--- src/sv/ipf_pkg.sv ---
// ----------------------------------------------------------------------------
// Inverter packet framer package
// Shared constants, the command record with its kind codes, and the queue status record.
// ----------------------------------------------------------------------------
package ipf_pkg;

  localparam int unsigned BYTE_W     = 8;
  localparam int unsigned SUM_W      = 16;
  localparam int unsigned IN_DATA_W  = 32;
  localparam int unsigned CFG_IDX_W  = 1;
  localparam int unsigned QUEUE_DEPTH_DEF = 4;

  // Register indexes on the configuration channel
  localparam logic [CFG_IDX_W-1:0] REG_SOURCE_ADDRESS = 1'b0;
  localparam logic [CFG_IDX_W-1:0] REG_DEST_ADDRESS   = 1'b1;

  // Input kind carried on in_tuser
  localparam logic MODE_START   = 1'b0;
  localparam logic MODE_PAYLOAD = 1'b1;

  // Fixed frame bytes
  localparam logic [BYTE_W-1:0] SYNC_BYTE = 8'hA5;
  localparam logic [BYTE_W-1:0] LF_BYTE   = 8'h0A;
  localparam logic [BYTE_W-1:0] CR_BYTE   = 8'h0D;
  localparam logic [BYTE_W-1:0] ERR_BYTE  = 8'h00;

  typedef enum logic [1:0] {
    CMD_START,
    CMD_DATA,
    CMD_ORPHAN
  } cmd_kind_t;

  // One classified input transaction, queued for the byte sequencer
  typedef struct packed {
    cmd_kind_t         kind;
    logic              trailer;   // close the frame with checksum and CR/LF
    logic [BYTE_W-1:0] src;
    logic [BYTE_W-1:0] dst;
    logic [BYTE_W-1:0] ctrl;
    logic [BYTE_W-1:0] func;
    logic [BYTE_W-1:0] len;
    logic [BYTE_W-1:0] data;
    logic [SUM_W-1:0]  cksum;
  } cmd_t;

  // Queue status seen by the producer and consumer
  typedef struct packed {
    logic full;
    logic empty;
  } q_stat_t;

endpackage

--- src/sv/inverter_packet_framer.sv ---
// ----------------------------------------------------------------------------
// Inverter packet framer
// Builds request frames for a serial inverter link from a stream of input
// transactions.
// ----------------------------------------------------------------------------
// A start transaction yields the header A5 A5, source, destination, control
// code, function code and length (7 bytes, or 11 with checksum and 0A 0D when
// the length is zero); each payload transaction yields its byte, plus 4 more
// bytes when it is the last of the frame; a payload byte with no open frame
// yields one error byte. The front end takes one input transaction per cycle
// while its command queue (QUEUE_DEPTH entries) has room; the byte sequencer
// behind it emits one byte per cycle unless the output stalls, so a steady
// stream of payload bytes runs at one per cycle. Source and destination
// addresses are sampled when a frame starts.
// ----------------------------------------------------------------------------
module inverter_packet_framer import ipf_pkg::*; #(
  parameter int unsigned QUEUE_DEPTH = QUEUE_DEPTH_DEF
) (
  input  logic                 clk,
  input  logic                 rst_n,
  input  logic                 in_tvalid,
  output logic                 in_tready,
  input  logic [IN_DATA_W-1:0] in_tdata,   // control_code, function_code,
                                           // payload_length, data_byte
  input  logic [0:0]           in_tuser,   // mode
  output logic                 out_tvalid,
  input  logic                 out_tready,
  output logic [BYTE_W-1:0]    out_tdata,  // out_byte
  output logic                 out_tlast,  // frame_end
  output logic [0:0]           out_tuser,  // error
  input  logic                 cfg_valid,
  output logic                 cfg_ready,
  input  logic [CFG_IDX_W-1:0] cfg_index,
  input  logic [BYTE_W-1:0]    cfg_data
);

  q_stat_t q_stat;
  cmd_t    push_cmd, head;
  logic    push, pop;

  assign cfg_ready = 1'b1;

  ipf_front u_front (
    .clk            (clk),
    .rst_n          (rst_n),
    .in_valid       (in_tvalid),
    .in_ready       (in_tready),
    .mode           (in_tuser[0]),
    .control_code   (in_tdata[7:0]),
    .function_code  (in_tdata[15:8]),
    .payload_length (in_tdata[23:16]),
    .data_byte      (in_tdata[31:24]),
    .cfg_valid      (cfg_valid),
    .cfg_index      (cfg_index),
    .cfg_data       (cfg_data),
    .q_stat         (q_stat),
    .push           (push),
    .cmd            (push_cmd)
  );

  ipf_queue #(
    .DEPTH (QUEUE_DEPTH)
  ) u_queue (
    .clk      (clk),
    .rst_n    (rst_n),
    .push     (push),
    .push_cmd (push_cmd),
    .pop      (pop),
    .head     (head),
    .stat     (q_stat)
  );

  ipf_back u_back (
    .clk       (clk),
    .rst_n     (rst_n),
    .head      (head),
    .q_stat    (q_stat),
    .pop       (pop),
    .out_valid (out_tvalid),
    .out_ready (out_tready),
    .out_byte  (out_tdata),
    .frame_end (out_tlast),
    .error     (out_tuser[0])
  );

endmodule

--- src/sv/ipf_front.sv ---
// ----------------------------------------------------------------------------
// Inverter packet framer: front end
// Accepts input transactions, tracks the open frame and its running sum,
// and turns each transaction into one command for the queue.
// ----------------------------------------------------------------------------
module ipf_front import ipf_pkg::*; (
  input  logic                 clk,
  input  logic                 rst_n,
  input  logic                 in_valid,
  output logic                 in_ready,
  input  logic                 mode,
  input  logic [BYTE_W-1:0]    control_code,
  input  logic [BYTE_W-1:0]    function_code,
  input  logic [BYTE_W-1:0]    payload_length,
  input  logic [BYTE_W-1:0]    data_byte,
  input  logic                 cfg_valid,
  input  logic [CFG_IDX_W-1:0] cfg_index,
  input  logic [BYTE_W-1:0]    cfg_data,
  input  q_stat_t              q_stat,
  output logic                 push,
  output cmd_t                 cmd
);

  logic [BYTE_W-1:0] src_r, dst_r;
  logic [SUM_W-1:0]  sum_acc_r, sum_acc_nxt;
  logic [BYTE_W-1:0] bytes_left_r, bytes_left_nxt;
  logic              frame_open_r, frame_open_nxt;
  logic [SUM_W-1:0]  hdr_sum, data_sum;
  logic              accept;

  assign in_ready = !q_stat.full;
  assign accept   = in_valid && in_ready;
  assign push     = accept;

  // Sums that the start and payload cases add to the frame
  assign hdr_sum = SUM_W'(SYNC_BYTE) + SUM_W'(SYNC_BYTE) + SUM_W'(src_r) + SUM_W'(dst_r)
                 + SUM_W'(control_code) + SUM_W'(function_code) + SUM_W'(payload_length);
  assign data_sum = sum_acc_r + SUM_W'(data_byte);

  // Classify the transaction and work out the frame state it leaves
  always_comb begin
    cmd.src         = src_r;
    cmd.dst         = dst_r;
    cmd.ctrl        = control_code;
    cmd.func        = function_code;
    cmd.len         = payload_length;
    cmd.data        = data_byte;
    cmd.kind        = CMD_ORPHAN;
    cmd.trailer     = 1'b0;
    cmd.cksum       = '0;
    sum_acc_nxt     = sum_acc_r;
    bytes_left_nxt  = bytes_left_r;
    frame_open_nxt  = frame_open_r;
    priority if (mode == MODE_START) begin
      cmd.kind = CMD_START;
      if (payload_length == '0) begin
        cmd.trailer    = 1'b1;
        cmd.cksum      = SUM_W'(0) - hdr_sum;
        sum_acc_nxt    = '0;
        bytes_left_nxt = '0;
        frame_open_nxt = 1'b0;
      end else begin
        sum_acc_nxt    = hdr_sum;
        bytes_left_nxt = payload_length;
        frame_open_nxt = 1'b1;
      end
    end else if (frame_open_r) begin
      cmd.kind = CMD_DATA;
      if (bytes_left_r == BYTE_W'(1)) begin
        cmd.trailer    = 1'b1;
        cmd.cksum      = SUM_W'(0) - data_sum;
        sum_acc_nxt    = '0;
        bytes_left_nxt = '0;
        frame_open_nxt = 1'b0;
      end else begin
        sum_acc_nxt    = data_sum;
        bytes_left_nxt = bytes_left_r - BYTE_W'(1);
      end
    end else begin
      // Stray payload byte: one error byte, frame state untouched
      cmd.kind = CMD_ORPHAN;
    end
  end

  // Hold frame state; advance it on each accepted transaction and load addresses from cfg writes
  always_ff @(posedge clk) begin
    if (!rst_n) begin
      sum_acc_r    <= '0;
      bytes_left_r <= '0;
      frame_open_r <= 1'b0;
      src_r        <= '0;
      dst_r        <= '0;
    end else begin
      if (accept) begin
        sum_acc_r    <= sum_acc_nxt;
        bytes_left_r <= bytes_left_nxt;
        frame_open_r <= frame_open_nxt;
      end
      if (cfg_valid) begin
        unique case (cfg_index)
          REG_SOURCE_ADDRESS: src_r <= cfg_data;
          REG_DEST_ADDRESS:   dst_r <= cfg_data;
          default:            ;
        endcase
      end
    end
  end

endmodule

--- src/sv/ipf_queue.sv ---
// ----------------------------------------------------------------------------
// Inverter packet framer: command queue
// Small first-in first-out buffer that decouples the front end from the
// byte sequencer.
// ----------------------------------------------------------------------------
module ipf_queue import ipf_pkg::*; #(
  parameter int unsigned DEPTH = QUEUE_DEPTH_DEF
) (
  input  logic    clk,
  input  logic    rst_n,
  input  logic    push,
  input  cmd_t    push_cmd,
  input  logic    pop,
  output cmd_t    head,
  output q_stat_t stat
);

  localparam int unsigned PTR_W = (DEPTH > 1) ? $clog2(DEPTH) : 1;
  localparam int unsigned CNT_W = $clog2(DEPTH + 1);

  cmd_t             slot_r [DEPTH];
  logic [PTR_W-1:0] wr_ptr_r, rd_ptr_r;
  logic [CNT_W-1:0] count_r;
  logic             do_push, do_pop;

  assign stat.full  = (count_r == CNT_W'(DEPTH));
  assign stat.empty = (count_r == '0);
  assign do_push    = push && !stat.full;
  assign do_pop     = pop && !stat.empty;
  assign head       = slot_r[rd_ptr_r];

  // Store pushed commands
  always_ff @(posedge clk) begin
    if (do_push) begin
      slot_r[wr_ptr_r] <= push_cmd;
    end
  end

  // Advance pointers and occupancy
  always_ff @(posedge clk) begin
    if (!rst_n) begin
      wr_ptr_r <= '0;
      rd_ptr_r <= '0;
      count_r  <= '0;
    end else begin
      if (do_push) begin
        wr_ptr_r <= (wr_ptr_r == PTR_W'(DEPTH - 1)) ? '0 : wr_ptr_r + PTR_W'(1);
      end
      if (do_pop) begin
        rd_ptr_r <= (rd_ptr_r == PTR_W'(DEPTH - 1)) ? '0 : rd_ptr_r + PTR_W'(1);
      end
      unique case ({do_push, do_pop})
        2'b10:   count_r <= count_r + CNT_W'(1);
        2'b01:   count_r <= count_r - CNT_W'(1);
        default: count_r <= count_r;
      endcase
    end
  end

endmodule

--- src/sv/ipf_back.sv ---
// ----------------------------------------------------------------------------
// Inverter packet framer: byte sequencer
// Expands each queued command into its wire bytes, one per cycle unless the
// output stalls, into a registered output stage.
// ----------------------------------------------------------------------------
module ipf_back import ipf_pkg::*; (
  input  logic              clk,
  input  logic              rst_n,
  input  cmd_t              head,
  input  q_stat_t           q_stat,
  output logic              pop,
  output logic              out_valid,
  input  logic              out_ready,
  output logic [BYTE_W-1:0] out_byte,
  output logic              frame_end,
  output logic              error
);

  typedef enum logic [3:0] {
    ST_HDR0, ST_HDR1, ST_HDR2, ST_HDR3, ST_HDR4, ST_HDR5, ST_HDR6,
    ST_CK_HI, ST_CK_LO, ST_LF, ST_CR, ST_DATA, ST_ERR
  } step_t;

  step_t             step_r, cur_step, next_step;
  logic              busy_r;
  logic              out_valid_r, out_last_r, out_err_r;
  logic [BYTE_W-1:0] out_byte_r;
  logic              load, fire, last_step;
  logic [BYTE_W-1:0] cur_byte;

  assign load = !out_valid_r || out_ready;
  assign fire = load && !q_stat.empty;
  assign pop  = fire && last_step;

  // Pick the step: first step of a fresh command, else the one in progress
  always_comb begin
    cur_step = step_r;
    if (!busy_r) begin
      unique case (head.kind)
        CMD_START: cur_step = ST_HDR0;
        CMD_DATA:  cur_step = ST_DATA;
        default:   cur_step = ST_ERR;
      endcase
    end
  end

  // Byte for the current step and where the sequence goes next
  always_comb begin
    cur_byte  = ERR_BYTE;
    next_step = ST_ERR;
    last_step = 1'b0;
    unique case (cur_step)
      ST_HDR0:  begin cur_byte = SYNC_BYTE;          next_step = ST_HDR1;  end
      ST_HDR1:  begin cur_byte = SYNC_BYTE;          next_step = ST_HDR2;  end
      ST_HDR2:  begin cur_byte = head.src;           next_step = ST_HDR3;  end
      ST_HDR3:  begin cur_byte = head.dst;           next_step = ST_HDR4;  end
      ST_HDR4:  begin cur_byte = head.ctrl;          next_step = ST_HDR5;  end
      ST_HDR5:  begin cur_byte = head.func;          next_step = ST_HDR6;  end
      ST_HDR6:  begin
        cur_byte  = head.len;
        next_step = ST_CK_HI;
        last_step = !head.trailer;
      end
      ST_DATA:  begin
        cur_byte  = head.data;
        next_step = ST_CK_HI;
        last_step = !head.trailer;
      end
      ST_CK_HI: begin cur_byte = head.cksum[SUM_W-1 -: BYTE_W]; next_step = ST_CK_LO; end
      ST_CK_LO: begin cur_byte = head.cksum[BYTE_W-1:0];        next_step = ST_LF;    end
      ST_LF:    begin cur_byte = LF_BYTE;            next_step = ST_CR;    end
      ST_CR:    begin cur_byte = CR_BYTE;            last_step = 1'b1;     end
      ST_ERR:   begin cur_byte = ERR_BYTE;           last_step = 1'b1;     end
      default:  begin cur_byte = ERR_BYTE;           last_step = 1'b1;     end
    endcase
  end

  // Hold sequencer state and the output stage
  always_ff @(posedge clk) begin
    if (!rst_n) begin
      busy_r      <= 1'b0;
      step_r      <= ST_HDR0;
      out_valid_r <= 1'b0;
    end else if (load) begin
      out_valid_r <= fire;
      if (fire) begin
        out_byte_r <= cur_byte;
        out_last_r <= (cur_step == ST_CR);
        out_err_r  <= (cur_step == ST_ERR);
        busy_r     <= !last_step;
        step_r     <= next_step;
      end
    end
  end

  assign out_valid = out_valid_r;
  assign out_byte  = out_byte_r;
  assign frame_end = out_last_r;
  assign error     = out_err_r;

endmodule

--- config.mk ---
export PLATFORM = sky130hd
export DESIGN_NAME = inverter_packet_framer
export DESIGN_NICKNAME = d
export VERILOG_FILES = /design/src/sv/ipf_pkg.sv /design/src/sv/inverter_packet_framer.sv /design/src/sv/ipf_front.sv /design/src/sv/ipf_queue.sv /design/src/sv/ipf_back.sv
export SDC_FILE = /design/constraint.sdc
export NUM_CORES = 1
export LEC_CHECK = 0
export BUFFER_PORTS_ARGS = -buffer_cell sky130_fd_sc_hd__buf_2
export CAP_MARGIN = 20
export CORE_MARGIN = 2
export CORE_UTILIZATION = 40
export DETAILED_ROUTE_END_ITERATION = 16
export PLACE_DENSITY_LB_ADDON = 0.08
export SKIP_LAST_GASP = 1
export SLEW_MARGIN = 40
export SYNTH_ARGS = -nofsm -noshare
export SYNTH_HDL_FRONTEND = slang
export SYNTH_SLANG_ARGS = --single-unit
--- constraint.sdc ---
create_clock -name clk -period 9.2 [get_ports clk]
set_clock_uncertainty 0.15 [all_clocks]
set_input_delay 1.38 -clock clk [delete_from_list [all_inputs] [get_ports clk]]
set_output_delay 1.38 -clock clk [all_outputs]
set_load 0.02 [all_outputs]
==> flow_summary.json <==
{
  "ys_warn_count": 0,
  "worstSetupPathType": "flop to flop",
  "crit_top_cell": "fa_1",
  "synth_area_sq_um": 15800,
  "r2r_cells": 17,
  "rsz0062_at_grt": "no",
  "arrival_ps": 6260,
  "cts_resized": 0,
  "die_h_um": 203,
  "cts_tree": "yes",
  "drv_cap": 0,
  "grt_pass1_wl_mm": 60.9,
  "crit_path_end_kind": "flop",
  "synth_edf_count": 278,
  "detail-route-antenna-nets": 0,
  "synthToLayoutAreaGrowth_pct": 13.6,
  "die_w_um": 203,
  "synth.most_common_cell": "edfxtp_1",
  "gp_congestion": 0.797,
  "fmax_mhz": 163,
  "drtPass1Iterations": 6,
  "via_per_inst": 5.50,
  "slew_headroom_pct": 47.1,
  "grtUsageTotal_pct": 20.1,
  "setup_tns_ps": 0,
  "max_stage_delay_ps": 580,
  "whs_endpoint": "u_front.sum_acc_r[4]",
  "r2r_start": "u_front.src_r[2]",
  "synthArstFlopShare_pct": 0,
  "cts_setup_buffers": 0,
  "required_ps": 9320,
  "synth.yosys.seq_area_share_pct": 60.1,
  "yosysTopAreaCell": "edfxtp_1",
  "crit_slowest_cell": "xnor2_1",
  "io_buffers": 58,
  "r2r_slack_ps": 3060,
  "fp-row-count": 72,
  "fillers": 3489,
  "synthFlopType": "edfxtp_1",
  "wl_mm": 40.3,
  "setup_violations": 0,
  "seq_area_sq_um": 9480,
  "syn_avg_cell_area_sq_um": 14.2,
  "cp_num_buf_inv": 2,
  "via_count": 9465,
  "cp-start-kind": "flop",
  "path_cells": "ha_1 > or2_2 > nand2_1 > xnor2_1 > fa_1 > fa_1 > inv_1 > fa_1 > inv_1 > ha_1 > and3_1 > a2111oi_0 > o21bai_1 > xnor2_1 > nand2_1 > o31a_1 > o32ai_1",
  "cpLargestDelayFamily": "adder cells",
  "drive_above_1_share_pct": 18.6,
  "pwr_density_cell_nw_per_um2": 262,
  "htreeDepth": 2,
  "grt_max_degree": 59,
  "multi_input_area_sq_um": 5920,
  "crit_fanout": 7,
  "cts_root_buf": "clkbuf_16",
  "finalInstanceArea_sq_um": 17900,
  "post_drt_wl_per_cell_um": 23.4,
  "syn_nets": 1215,
  "nets": 1278,
  "detailed_place_hpwl_mm": 27.2,
  "place_area_sq_um": 16700,
  "drc": 0,
  "p_leak_uw": 0.00621,
  "p_total_uw": 4700,
  "outcome": "complete, no violations",
  "rr_endpoint": "u_queue.slot_r[1][11]",
  "clkTransAtPathRegs_ps": 60,
  "boundaryPins": 60,
  "postCtsHoldBufs": 0,
  "hold_depth": 2,
  "die_area_sq_um": 41000,
  "vdd_drop_max_uv": 142,
  "cts_buffers": 39,
  "synth_top_cell_area_share_pct": 53.0,
  "finalCritPeriodShare_pct": 66.7,
  "hp-class": "flop to flop",
  "worstMarginPinSlew_ps": 790,
  "slew_violations": 0,
  "worstHoldStart": "u_front.sum_acc_r[4]",
  "min_period_ps": 6140,
  "grt_antenna_before_repair": 1,
  "grt_pass1_vias": 9591,
  "ys_seq_elements": 334,
  "drt-initial-drc-count": 546,
  "clkLatencyLatePin_ps": 540,
  "finalHoldViolCount": 0,
  "grt_overflow_total": 0,
  "start_util_pct": 40.7,
  "synth.area.top_cells": "edfxtp_1 (53%), mux4_2 (9.0%), dfxtp_1 (7.1%), fa_1 (3.2%), ha_1 (2.6%)",
  "clockBufferDepth": 3,
  "numClockSinks": 334,
  "synthDistinctLibCells": 80,
  "core-area_sq_um": 38700,
  "synthCells": 1110,
  "ys_top_cells_by_count": "edfxtp_1 (278), mux4_2 (63), inv_1 (62)"
}
[how the worst max path moves through the flow]
| stage | start | to | slack [ps] | depth (start not counted) |
|---|---|---|---|---|
| final | u_front.src_r[2] | u_queue.slot_r[1][11] | 3060 | 17 |
| after global routing | u_front.src_r[2] | u_queue.slot_r[0][11] | 2710 | 17 |
| after CTS | u_front.src_r[2] | u_queue.slot_r[0][11] | 3080 | 17 |
| after detailed placement | in_tdata[5] | u_queue.slot_r[3][11] | 2880 | 14 |
| after global placement | in_tdata[3] | u_queue.slot_r[2][11] | 2920 | 14 |
| after floorplan | in_tdata[1] | u_queue.slot_r[0][12] | 3430 | 12 |
[sequential cells by signal, indices dropped and copies added, names as in the netlist, named ones only]
signal                count
u_front.sum_acc_r        16
u_front.dst_r             8
u_back.out_valid          1
u_back.out_byte           8
u_back.error              1
u_queue.slot_r          268
u_back.step_r             4
u_back.frame_end          1
u_queue.count_r           3
u_front.frame_open_r      1
u_front.src_r             8
u_front.bytes_left_r      8
u_queue.wr_ptr_r          2
u_queue.rd_ptr_r          2
u_back.busy_r             1
[metal layers]
layer	vias to the layer above	wire length (um)	track usage [%]
met5	-	0	0
met4	0	793	4.87
met3	54	1930	3.61
met2	196	18900	32.0
met1	4812	18700	28.6
li1	4403	-	-
[logic make-up after synthesis]
logic type	Yosys count	share of synthesized area (%)
flip-flops	334	60.1
AND/OR/NAND/NOR	269	9.13
AO/OA/AOI/OAI	213	9.41
buffers and inverters	109	2.87
multiplexers	83	10.3
adder cells (fa/ha/maj)	58	5.79
XOR/XNOR	43	2.44
other	1	0.0238
[layout by cell type (no fill, tap or decap), drive strengths merged, types with 7 or more instances in the layout]
cell,netlist,routed
nor2,51,51
dfxtp,56,56
clkbuf,30,48
nand2,58,58
mux2i,20,20
a211oi,7,7
nor4,8,8
a31oi,7,7
edfxtp,278,278
ha,33,33
xnor2,25,25
nor3b,12,12
xor2,18,18
buf,15,68
fa,25,25
o211a,7,7
a221oi,12,12
o21ai,45,45
a21boi,14,14
o22ai,13,13
clkinv,0,15
and3,14,14
inv,63,65
nor3,17,17
nand4,8,8
nand3,26,26
mux4,63,63
nand2b,9,9
and2,9,9
o211ai,9,9
nor2b,33,33
a22oi,16,16
a21oi,39,39
[worst register-to-register path, stage by stage, from the launching register on]
cell and delay (ps):
dfxtp_1 510, ha_1 250, or2_2 130, nand2_1 60, xnor2_1 390, fa_1 560
fa_1 550, inv_1 60, fa_1 500, inv_1 40, ha_1 350, and3_1 230
a2111oi_0 450, o21bai_1 130, xnor2_1 580, nand2_1 180, o31a_1 330, o32ai_1 440
[report_power, final]
part	total (uW)	switching, uW	internal (uW)
Clock	1510	619	891
Sequential	1930	95.4	1840
Combinational	1250	761	494
Total	4700	1480	3220
[per-stage QoR]
step	worst slack [ps]	utilization [%]	hold WS (ps)	std cells
after floorplan	3430	-	326	1110
after global placement	2920	42.9	316	1650
after detailed placement	2880	43.0	343	1650
after CTS	3080	46.2	353	1721
after global routing	2710	46.2	375	1721
final	3060	46.3	353	1722
[final cells by class]
class / count / share of cell area (%)
Inverter: 63 / 1.32
Clock buffer: 48 / 5.81
Clock inverter: 23 / 1.15
Sequential cell: 334 / 52.9
Antenna cell: 1 / 0.0140
Multi-Input combinational cell: 667 / 33.0
Timing Repair Buffer: 68 / 2.14
Tap cell: 518 / 3.62
Power figures use the tool's default switching activity.
